### src/hdl/rmd_pkg.sv
// ----------------------------------------------------------------------------
// rmd_pkg
// Shared constants, types and the address swizzle for the tiled RLE map
// decoder.
// ----------------------------------------------------------------------------
package rmd_pkg;

  localparam int LOG_MAP_SIDE = 10;
  localparam int ADDR_W       = 2 * LOG_MAP_SIDE;
  localparam int POS_W        = ADDR_W + 1;
  localparam int COUNT_W      = 6;
  localparam int BYTE_W       = 8;
  localparam int TILE_BITS    = 3;

  localparam logic [BYTE_W-1:0] RUN_BASE = 8'd192;
  localparam logic [POS_W-1:0]  MAP_TOTAL = POS_W'(1) << ADDR_W;
  localparam logic [POS_W-1:0]  MAP_LAST  = MAP_TOTAL - POS_W'(1);
  localparam logic [ADDR_W-1:0] SIDE_MASK = (ADDR_W'(1) << LOG_MAP_SIDE) - ADDR_W'(1);
  localparam logic [ADDR_W-1:0] TILE_MASK = (ADDR_W'(1) << TILE_BITS) - ADDR_W'(1);
  localparam logic [ADDR_W-1:0] GROUP_MASK =
    ~((ADDR_W'(1) << (LOG_MAP_SIDE + TILE_BITS)) - ADDR_W'(1));

  // Commands from the controller to the datapath.
  typedef struct packed {
    logic accept;   // input transaction taken this cycle
    logic emit;     // next pixel of a run goes out this cycle
  } rmd_cmd_t;

  // Status from the datapath to the controller.
  typedef struct packed {
    logic slot_free;   // output register can take a pixel
    logic emit_now;    // the offered item yields a pixel
    logic first_last;  // that pixel is the only one
    logic run_last;    // pending run pixel is the last one
  } rmd_status_t;

  function automatic logic [ADDR_W-1:0] swizzle(input logic [ADDR_W-1:0] p);
    logic [ADDR_W-1:0] a;
    a = ((p >> LOG_MAP_SIDE) & TILE_MASK)
      | ((p & SIDE_MASK) << TILE_BITS)
      | (p & GROUP_MASK);
    return a;
  endfunction

endpackage

### src/hdl/rmd_ctrl.sv
// ----------------------------------------------------------------------------
// rmd_ctrl
// Controller: takes input transactions when the output register is free and
// steps through the remaining pixels of a run.
// ----------------------------------------------------------------------------
module rmd_ctrl (
  input  logic                 clk,
  input  logic                 rst,
  input  logic                 in_valid,
  output logic                 in_ready,
  input  rmd_pkg::rmd_status_t st,
  output rmd_pkg::rmd_cmd_t    cmd
);

  typedef enum logic {IDLE, RUN} state_t;

  state_t state;

  assign in_ready   = (state == IDLE) && st.slot_free;
  assign cmd.accept = in_valid && in_ready;
  assign cmd.emit   = (state == RUN) && st.slot_free;

  always_ff @(posedge clk) begin
    if (rst) begin
      state <= IDLE;
    end else begin
      unique case (state)
        IDLE: begin
          if (cmd.accept && st.emit_now && !st.first_last) state <= RUN;
        end
        RUN: begin
          if (cmd.emit && st.run_last) state <= IDLE;
        end
        default: state <= IDLE;
      endcase
    end
  end

endmodule

### src/hdl/rmd_datapath.sv
// ----------------------------------------------------------------------------
// rmd_datapath
// Datapath: decode state, map position, run counter and the output register.
// ----------------------------------------------------------------------------
module rmd_datapath (
  input  logic                              clk,
  input  logic                              rst,
  input  rmd_pkg::rmd_cmd_t                 cmd,
  output rmd_pkg::rmd_status_t              st,
  input  logic [rmd_pkg::BYTE_W-1:0]        data_byte,
  input  logic                              restart,
  input  logic                              cfg_wr_en,
  input  logic                              cfg_wr_data,
  output logic                              out_valid,
  input  logic                              out_ready,
  output logic [rmd_pkg::ADDR_W-1:0]        pixel_address,
  output logic [rmd_pkg::BYTE_W-1:0]        pixel_value,
  output logic                              run_last,
  output logic                              map_done
);

  logic                          invert;
  logic [rmd_pkg::POS_W-1:0]     position;
  logic [rmd_pkg::COUNT_W-1:0]   pend_count;
  logic                          awaiting;
  logic [rmd_pkg::COUNT_W-1:0]   remain;
  logic [rmd_pkg::BYTE_W-1:0]    value;

  logic                          map_full;
  logic                          at_end;
  logic                          is_header;
  logic [rmd_pkg::COUNT_W-1:0]   first_count;
  logic [rmd_pkg::BYTE_W-1:0]    in_value;
  logic                          pix_fire;
  logic                          pix_last;

  assign map_full    = position[rmd_pkg::POS_W-1];
  assign at_end      = (position == rmd_pkg::MAP_LAST);
  assign is_header   = (data_byte >= rmd_pkg::RUN_BASE);
  assign first_count = awaiting ? pend_count : rmd_pkg::COUNT_W'(1);
  assign in_value    = invert ? ~data_byte : data_byte;

  assign st.slot_free  = !out_valid || out_ready;
  assign st.emit_now   = !restart && !map_full && (awaiting ? (pend_count != '0) : !is_header);
  assign st.first_last = (first_count == rmd_pkg::COUNT_W'(1)) || at_end;
  assign st.run_last   = (remain == rmd_pkg::COUNT_W'(1)) || at_end;

  assign pix_fire = (cmd.accept && st.emit_now) || cmd.emit;
  assign pix_last = cmd.accept ? st.first_last : st.run_last;

  always_ff @(posedge clk) begin
    if (rst) begin
      invert     <= 1'b0;
      position   <= '0;
      pend_count <= '0;
      awaiting   <= 1'b0;
      out_valid  <= 1'b0;
    end else begin
      if (cfg_wr_en) invert <= cfg_wr_data;

      if (cmd.accept) begin
        if (!restart && !map_full && !awaiting && is_header) begin
          pend_count <= rmd_pkg::COUNT_W'(data_byte - rmd_pkg::RUN_BASE);
          awaiting   <= 1'b1;
        end else begin
          // restart, full map, run value or literal: nothing stays pending
          pend_count <= '0;
          awaiting   <= 1'b0;
        end
      end

      if (cmd.accept && restart) begin
        position <= '0;
      end else if (pix_fire) begin
        position <= position + rmd_pkg::POS_W'(1);
      end

      if (pix_fire) begin
        out_valid <= 1'b1;
      end else if (out_ready) begin
        out_valid <= 1'b0;
      end
    end
  end

  // Payload: no reset needed.
  always_ff @(posedge clk) begin
    if (pix_fire) begin
      pixel_address <= rmd_pkg::swizzle(position[rmd_pkg::ADDR_W-1:0]);
      pixel_value   <= cmd.accept ? in_value : value;
      run_last      <= pix_last;
      map_done      <= at_end;
      remain        <= (cmd.accept ? first_count : remain) - rmd_pkg::COUNT_W'(1);
    end
    if (cmd.accept) value <= in_value;
  end

endmodule

### src/hdl/rle_map_decoder_tiled.sv
// A pixel appears on the output register in the cycle after its byte is taken.
// Throughput: one literal byte per cycle unless the output stalls; a run value
// byte of count N holds off input after it is taken while the run counter steps
// out the rest. Run headers, ignored bytes and restarts give no pixel.
// Reset (synchronous, rst high) clears position, run state and the invert flag.
// ----------------------------------------------------------------------------
// rle_map_decoder_tiled
// PCX-style run-length decoder writing a 1024 x 1024 byte map with swizzled
// store addresses; runs are clipped at the end of the map.
// ----------------------------------------------------------------------------
module rle_map_decoder_tiled (
  input  logic                        clk,
  input  logic                        rst,
  input  logic                        cfg_wr_en,
  input  logic                        cfg_wr_data,
  input  logic                        in_valid,
  output logic                        in_ready,
  input  logic [rmd_pkg::BYTE_W-1:0]  data_byte,
  input  logic                        restart,
  output logic                        out_valid,
  input  logic                        out_ready,
  output logic [rmd_pkg::ADDR_W-1:0]  pixel_address,
  output logic [rmd_pkg::BYTE_W-1:0]  pixel_value,
  output logic                        run_last,
  output logic                        map_done
);

  rmd_pkg::rmd_cmd_t    cmd;
  rmd_pkg::rmd_status_t st;

  rmd_ctrl u_ctrl (
    .clk      (clk),
    .rst      (rst),
    .in_valid (in_valid),
    .in_ready (in_ready),
    .st       (st),
    .cmd      (cmd)
  );

  rmd_datapath u_dp (
    .clk           (clk),
    .rst           (rst),
    .cmd           (cmd),
    .st            (st),
    .data_byte     (data_byte),
    .restart       (restart),
    .cfg_wr_en     (cfg_wr_en),
    .cfg_wr_data   (cfg_wr_data),
    .out_valid     (out_valid),
    .out_ready     (out_ready),
    .pixel_address (pixel_address),
    .pixel_value   (pixel_value),
    .run_last      (run_last),
    .map_done      (map_done)
  );

  // Never take input while a run is still being stepped out.
  a_no_accept_in_run: assert property (@(posedge clk) disable iff (rst)
    cmd.emit |-> !cmd.accept)
    else $error("input taken during run");

  // The final map pixel always closes its transaction's pixels.
  a_done_is_last: assert property (@(posedge clk) disable iff (rst)
    (out_valid && map_done) |-> run_last)
    else $error("map_done without run_last");

  // The final map position swizzles to the top address.
  a_done_addr: assert property (@(posedge clk) disable iff (rst)
    (out_valid && map_done) |-> (pixel_address == '1))
    else $error("map_done at wrong address");

  // Input is only taken when the output register can absorb a pixel.
  a_ready_slot: assert property (@(posedge clk) disable iff (rst)
    in_ready |-> st.slot_free)
    else $error("ready with output blocked");

endmodule
### config.mk
export PLATFORM = sky130hd
export DESIGN_NAME = rle_map_decoder_tiled
export DESIGN_NICKNAME = d
export VERILOG_FILES = /design/src/hdl/rmd_pkg.sv /design/src/hdl/rmd_ctrl.sv /design/src/hdl/rmd_datapath.sv /design/src/hdl/rle_map_decoder_tiled.sv
export SDC_FILE = /design/constraint.sdc
export NUM_CORES = 1
export LEC_CHECK = 0
export ABC_AREA = 1
export BUFFER_PORTS_ARGS = -buffer_cell sky130_fd_sc_hd__buf_4
export CORE_MARGIN = 2
export CORE_UTILIZATION = 35
export DETAILED_ROUTE_END_ITERATION = 6
export RECOVER_POWER = 100
export SLEW_MARGIN = 10
export SYNTH_ARGS = -nofsm -noshare
export SYNTH_HDL_FRONTEND = slang
export SYNTH_HIERARCHICAL = 1
export SYNTH_SLANG_ARGS = --single-unit
### constraint.sdc
create_clock -name clk -period 3.3 [get_ports clk]
set_input_delay 0.33 -clock clk [delete_from_list [all_inputs] [get_ports clk]]
set_output_delay 0.33 -clock clk [all_outputs]
set_load 0.005 [all_outputs]
# After elaboration in Yosys (flattened, before gate mapping)
# Index checks and enable logic that the tools add are counted.
[totals]
regBits = 75
elab_cells = 60
[classes]
addsub = 3
magnitude_cmp = 1
n_eq_ne = 3
mux = 13
bitwise = 4
reduce_logical = 24
[op_table]
columns = ["op", "count"]
rows = [
  ["adder 21 x 1 -> 21 bit (second input constant)", 1],
  ["== test 21 x 20 -> 1 bit (second input constant)", 1],
  ["OR 20 bit", 1],
  ["2-to-1 mux 6 bit", 3],
  ["2-to-1 mux 8 bit", 2],
  ["OR 3 x 13 -> 13 bit", 1],
  ["== test 6 x 1 -> 1 bit (second input constant)", 2],
  ["subtractor 6 x 1 -> 6 bit (second input constant)", 2],
  ["logical AND 1 bit", 11],
  [">= comparator 8 bit (second input constant)", 1],
  ["NOT 8 bit", 1],
  ["2-to-1 mux 1 bit", 7],
  ["logical NOT 1 bit", 6],
  ["nonzero test 6 bit", 1],
  ["logical OR 1 bit", 4],
  ["case mux 1 bit (2 select lines)", 1],
  ["nonzero test 2 bit", 1],
  ["OR reduction 2 bit", 1],
  ["NOT 1 bit", 1],
]

# Longest topological paths before layout
[logic_depth]
word_depth = 8
ltp_mapped = 12
ltp_nobuf = 12

# Hierarchy
# The synthesis kept the hierarchy.
[modules_own_cells]
columns = ["module", "instances", "cells_each", "area_each_um2"]
rows = [
  ["rmd_datapath", 1, 360, 3214.3],
  ["rmd_ctrl", 1, 14, 78.8],
]

# Least setup slack after synthesis
# No wires, ideal clock.
[synth_path]
path_type = "input -> register"
start = "input port out_ready"
end = "register u_dp/remain[4] (netlist bit) (data pin)"
setup_time_ns = 0.265
arrival_ns = 1.562
t_required_ns = 3.035
path_slack_ns = 1.473
cell_stages = 10
n_path_buf = 1
path_cell_list = "inv_1 nand2_1 nand3_2 inv_1 buf_2 o21ai_0 o21ai_0 ha_1 nand3_1 xor2_1"
[synth_rtl]
columns = ["element", "line", "text"]
rows = [
  ["from (decl)", "rle_map_decoder_tiled.sv:21", "input logic out_ready,"],
  ["to (signal assigned)", "rmd_datapath.sv:93", "remain <= (cmd.accept ? first_count : remain) - rmd_pkg::COUNT_W'(1);"],
  ["to (decl)", "rmd_datapath.sv:26", "logic [rmd_pkg::COUNT_W-1:0] remain;"],
]

==> qor.txt <==
unique cell type count in the Yosys netlist -> 33
post-route total power -> 1.892 mW
power spent charging and discharging nets -> 0.4369 mW
Switching Fraction -> 23.09%
portion of total power attributed to combinational logic -> 8.1%
Critical R2R Capture -> u_dp/pixel_value[6]
DRT Wirelength -> 6648 um
part of the total power dissipated in the clock network -> 36.9%
row count -> 35
WHS Path Cells -> 3
WHS Endpoint -> u_dp/invert
Clock Tree Buf Depth -> 2
nature of the critical path startpoint -> flip-flop
hold violation count in the final report -> 0
standard cell core area -> 9196 um2
slack of the worst reg-to-reg path -> 660 ps
most common library cell in the layout ignoring fill and taps -> sky130_fd_sc_hd__nand2_1
power per cell area -> 484.8 nW/um2
placed cell area -> 3734 um2
number of antenna violations at the first check in global routing -> 0
largest voltage drop on the vdd net -> 0.2227 mV
die area -> 10200 um2
library cell occupying the most area in the post-synthesis netlist -> sky130_fd_sc_hd__edfxtp_1
net count after synthesis -> 391
Worst-path clk slew -> 70 ps
Critical Path AT -> 2620 ps
number of instances in the synthesized netlist -> 374
Register-to-Register Path Depth -> 6
Remaining DRCs -> 0
number of instances in the placed design -> 522
number of buffers created by CTS -> 9
setup total negative slack -> 0 ps
max-slew violations -> 0
critical register-to-register path startpoint -> u_dp/out_valid
Reg power frac -> 55.0%
Min-Delay Path Class -> primary input to flip-flop
origin of the worst min-delay path -> cfg_wr_data
portion of the post-synthesis area used by sequential elements -> 56.53%
number of vias after detailed routing -> 2564
quantity of I/O buffers inserted on ports -> 46
area share of the leading cell type in the synthesized netlist -> 32.83%
source of the critical timing path -> u_dp/out_valid
reported leakage power -> 1.497 nW
H-tree lvl count -> 3
Post-CTS Setup Repair Bufs -> 0
final design utilization -> 42.45%
number of violations of the max-capacitance limit -> 0
Clock Skew -> 6.135 ps
total gr overflow -> 0
relative slew slack -> 46.52%
commonest cells after routing, fill and taps aside -> sky130_fd_sc_hd__nand2_1, sky130_fd_sc_hd__nor2_1, sky130_fd_sc_hd__inv_1
cells taking the most area after synthesis -> sky130_fd_sc_hd__edfxtp_1, sky130_fd_sc_hd__dfxtp_1, sky130_fd_sc_hd__nand2_1, sky130_fd_sc_hd__nor2_1, sky130_fd_sc_hd__inv_1
initial cell density of the core -> 35.81%
result of the run -> finished clean
global-route total usage across every layer -> 13.45%
hold buffer count at CTS -> 0
Ys Warns -> 6
average footprint of a synthesized cell -> 8.805 um2
clock latency of the later-clocked register in the worst-skew pair -> 350 ps
Horiz. Die Dim -> 101 um
number of nets in the layout -> 439
CP endpoint kind -> flip-flop
unrepaired setup endpoints after global routing -> no
Synth Register Bits -> 75
worst slack after detailed placement -> 914.3 ps
via count of the first global-routing pass -> 2280
clock tree from TritonCTS -> yes
period utilization -> 80.11%
diode insertion count for antenna repair -> 0
Setup violations, final -> 0
least setup slack across all paths after layout -> 656.3 ps
Post-DRT Antenna Nets -> 0
highest clock frequency the design can meet -> 378.3 MHz
average vias per placed instance -> 4.766
detailed-router iteration count before antenna repair -> 5
post-detailed-placement half-perimeter wirelength -> 4622 um
drt first-iter violations -> 100
transition at the pin with the smallest max-transition slack -> 802.2 ps
first-pass GRT wire length -> 10640 um
Fin Hold WS -> 237.7 ps
Area Overhead vs Synth -> 18.54%
clock net sink count -> 75
final RePlAce weighted congestion -> 0.8488
ports placed on the boundary -> 47
critical path class -> flip-flop to flip-flop
fin area -> 3904 um2
root buffer cell -> sky130_fd_sc_hd__clkbuf_8
final standard cell count with taps included and fillers excluded -> 538
maximum number of pins on one net before global-route repair -> 38
post-synthesis instance area -> 3293 um2
quantity of gates resized following cts -> 0
mean routed wirelength per cell -> 12.36 um
Power Internal -> 1.456 mW
Critical Path Fanout Max -> 37
post-route minimum period -> 2644 ps
fraction of final layout cells with drive strength greater than 1 -> 15.69%
die outline height -> 101 um
WP data required -> 3280 ps
cells by family after synthesis:
logic type	Yosys count	synth area share, %
and+or+nand+nor	176	23.06
DFF	75	56.54
AOI/OAI and AO/OA	53	8.511
buffers and inverters	52	6.838
xor gates and xnor gates	15	3.989
adders and majority gates	2	0.7598
muxes	1	0.3040
worst max-delay path: stages, from the launching register on:
cell and delay [ps]:
sky130_fd_sc_hd__dfxtp_1 310, sky130_fd_sc_hd__nand2_1 130, sky130_fd_sc_hd__nand3_1 130, sky130_fd_sc_hd__inv_1 300, sky130_fd_sc_hd__nand3_1 180, sky130_fd_sc_hd__nand2_2 580
sky130_fd_sc_hd__clkbuf_1 630
registers in the layout, indices dropped and copies added (netlist names), 6 cells and up:
register / count
u_dp/pixel_value: 8
u_dp/pend_count: 6
u_dp/position: 21
u_dp/value: 8
u_dp/pixel_address: 20
u_dp/remain: 6
cells in the mapped netlist, drive strengths merged:
library cell	count
a21oi	26
a31o	1
and2	2
and3	1
buf	8
clkbuf	3
dfxtp	39
edfxtp	36
ha	2
inv	41
mux2i	1
nand2	94
nand3	25
nand4	4
nor2	45
nor3	2
nor4	2
o2111ai	1
o21ai	25
or2	1
xnor2	12
xor2	3
routing by layer:
| metal | vias to the layer above | global-route usage [%] | wire length, um |
|---|---|---|---|
| li1 | 1318 | - | - |
| met1 | 1165 | 17.42 | 3189 |
| met2 | 69 | 20.46 | 2941 |
| met3 | 12 | 3.537 | 383 |
| met4 | 0 | 7.380 | 133 |
| met5 | - | 0 | 0 |
worst max path at each step:
| stage | end | slack (ps) | cells after the start |
|---|---|---|---|
| after CTS | u_dp/remain[4] | 1020 | 8 |
| after global placement | u_dp/pixel_value[1] | 950 | 8 |
| final | u_dp/pixel_value[6] | 660 | 6 |
| after detailed placement | u_dp/pixel_value[0] | 910 | 8 |
| after floorplan | u_dp/remain[4] | 1470 | 10 |
| after global routing | u_dp/pixel_value[1] | 440 | 6 |
power groups by stage:
stage	Sequential, mW	Clock [mW]	Combinational (mW)
after floorplan	1.06	0	0.0990
after global placement	1.06	0	0.157
after detailed placement	1.06	0	0.159
after CTS	1.04	0.723	0.160
after global routing	1.04	0.760	0.173
final	1.04	0.699	0.153
area by class of cell:
cell class / count / area, um2
Fill cell: 891 / 5293
Sequential cell: 75 / 1862
Inverter: 41 / 153.9
Clock inverter: 5 / 53.80
Clock buffer: 11 / 141.4
Multi-Input combinational cell: 247 / 1192
Timing Repair Buffer: 48 / 361.6
Tap cell: 111 / 138.9
No activity file was read; power rests on OpenSTA's default activity.
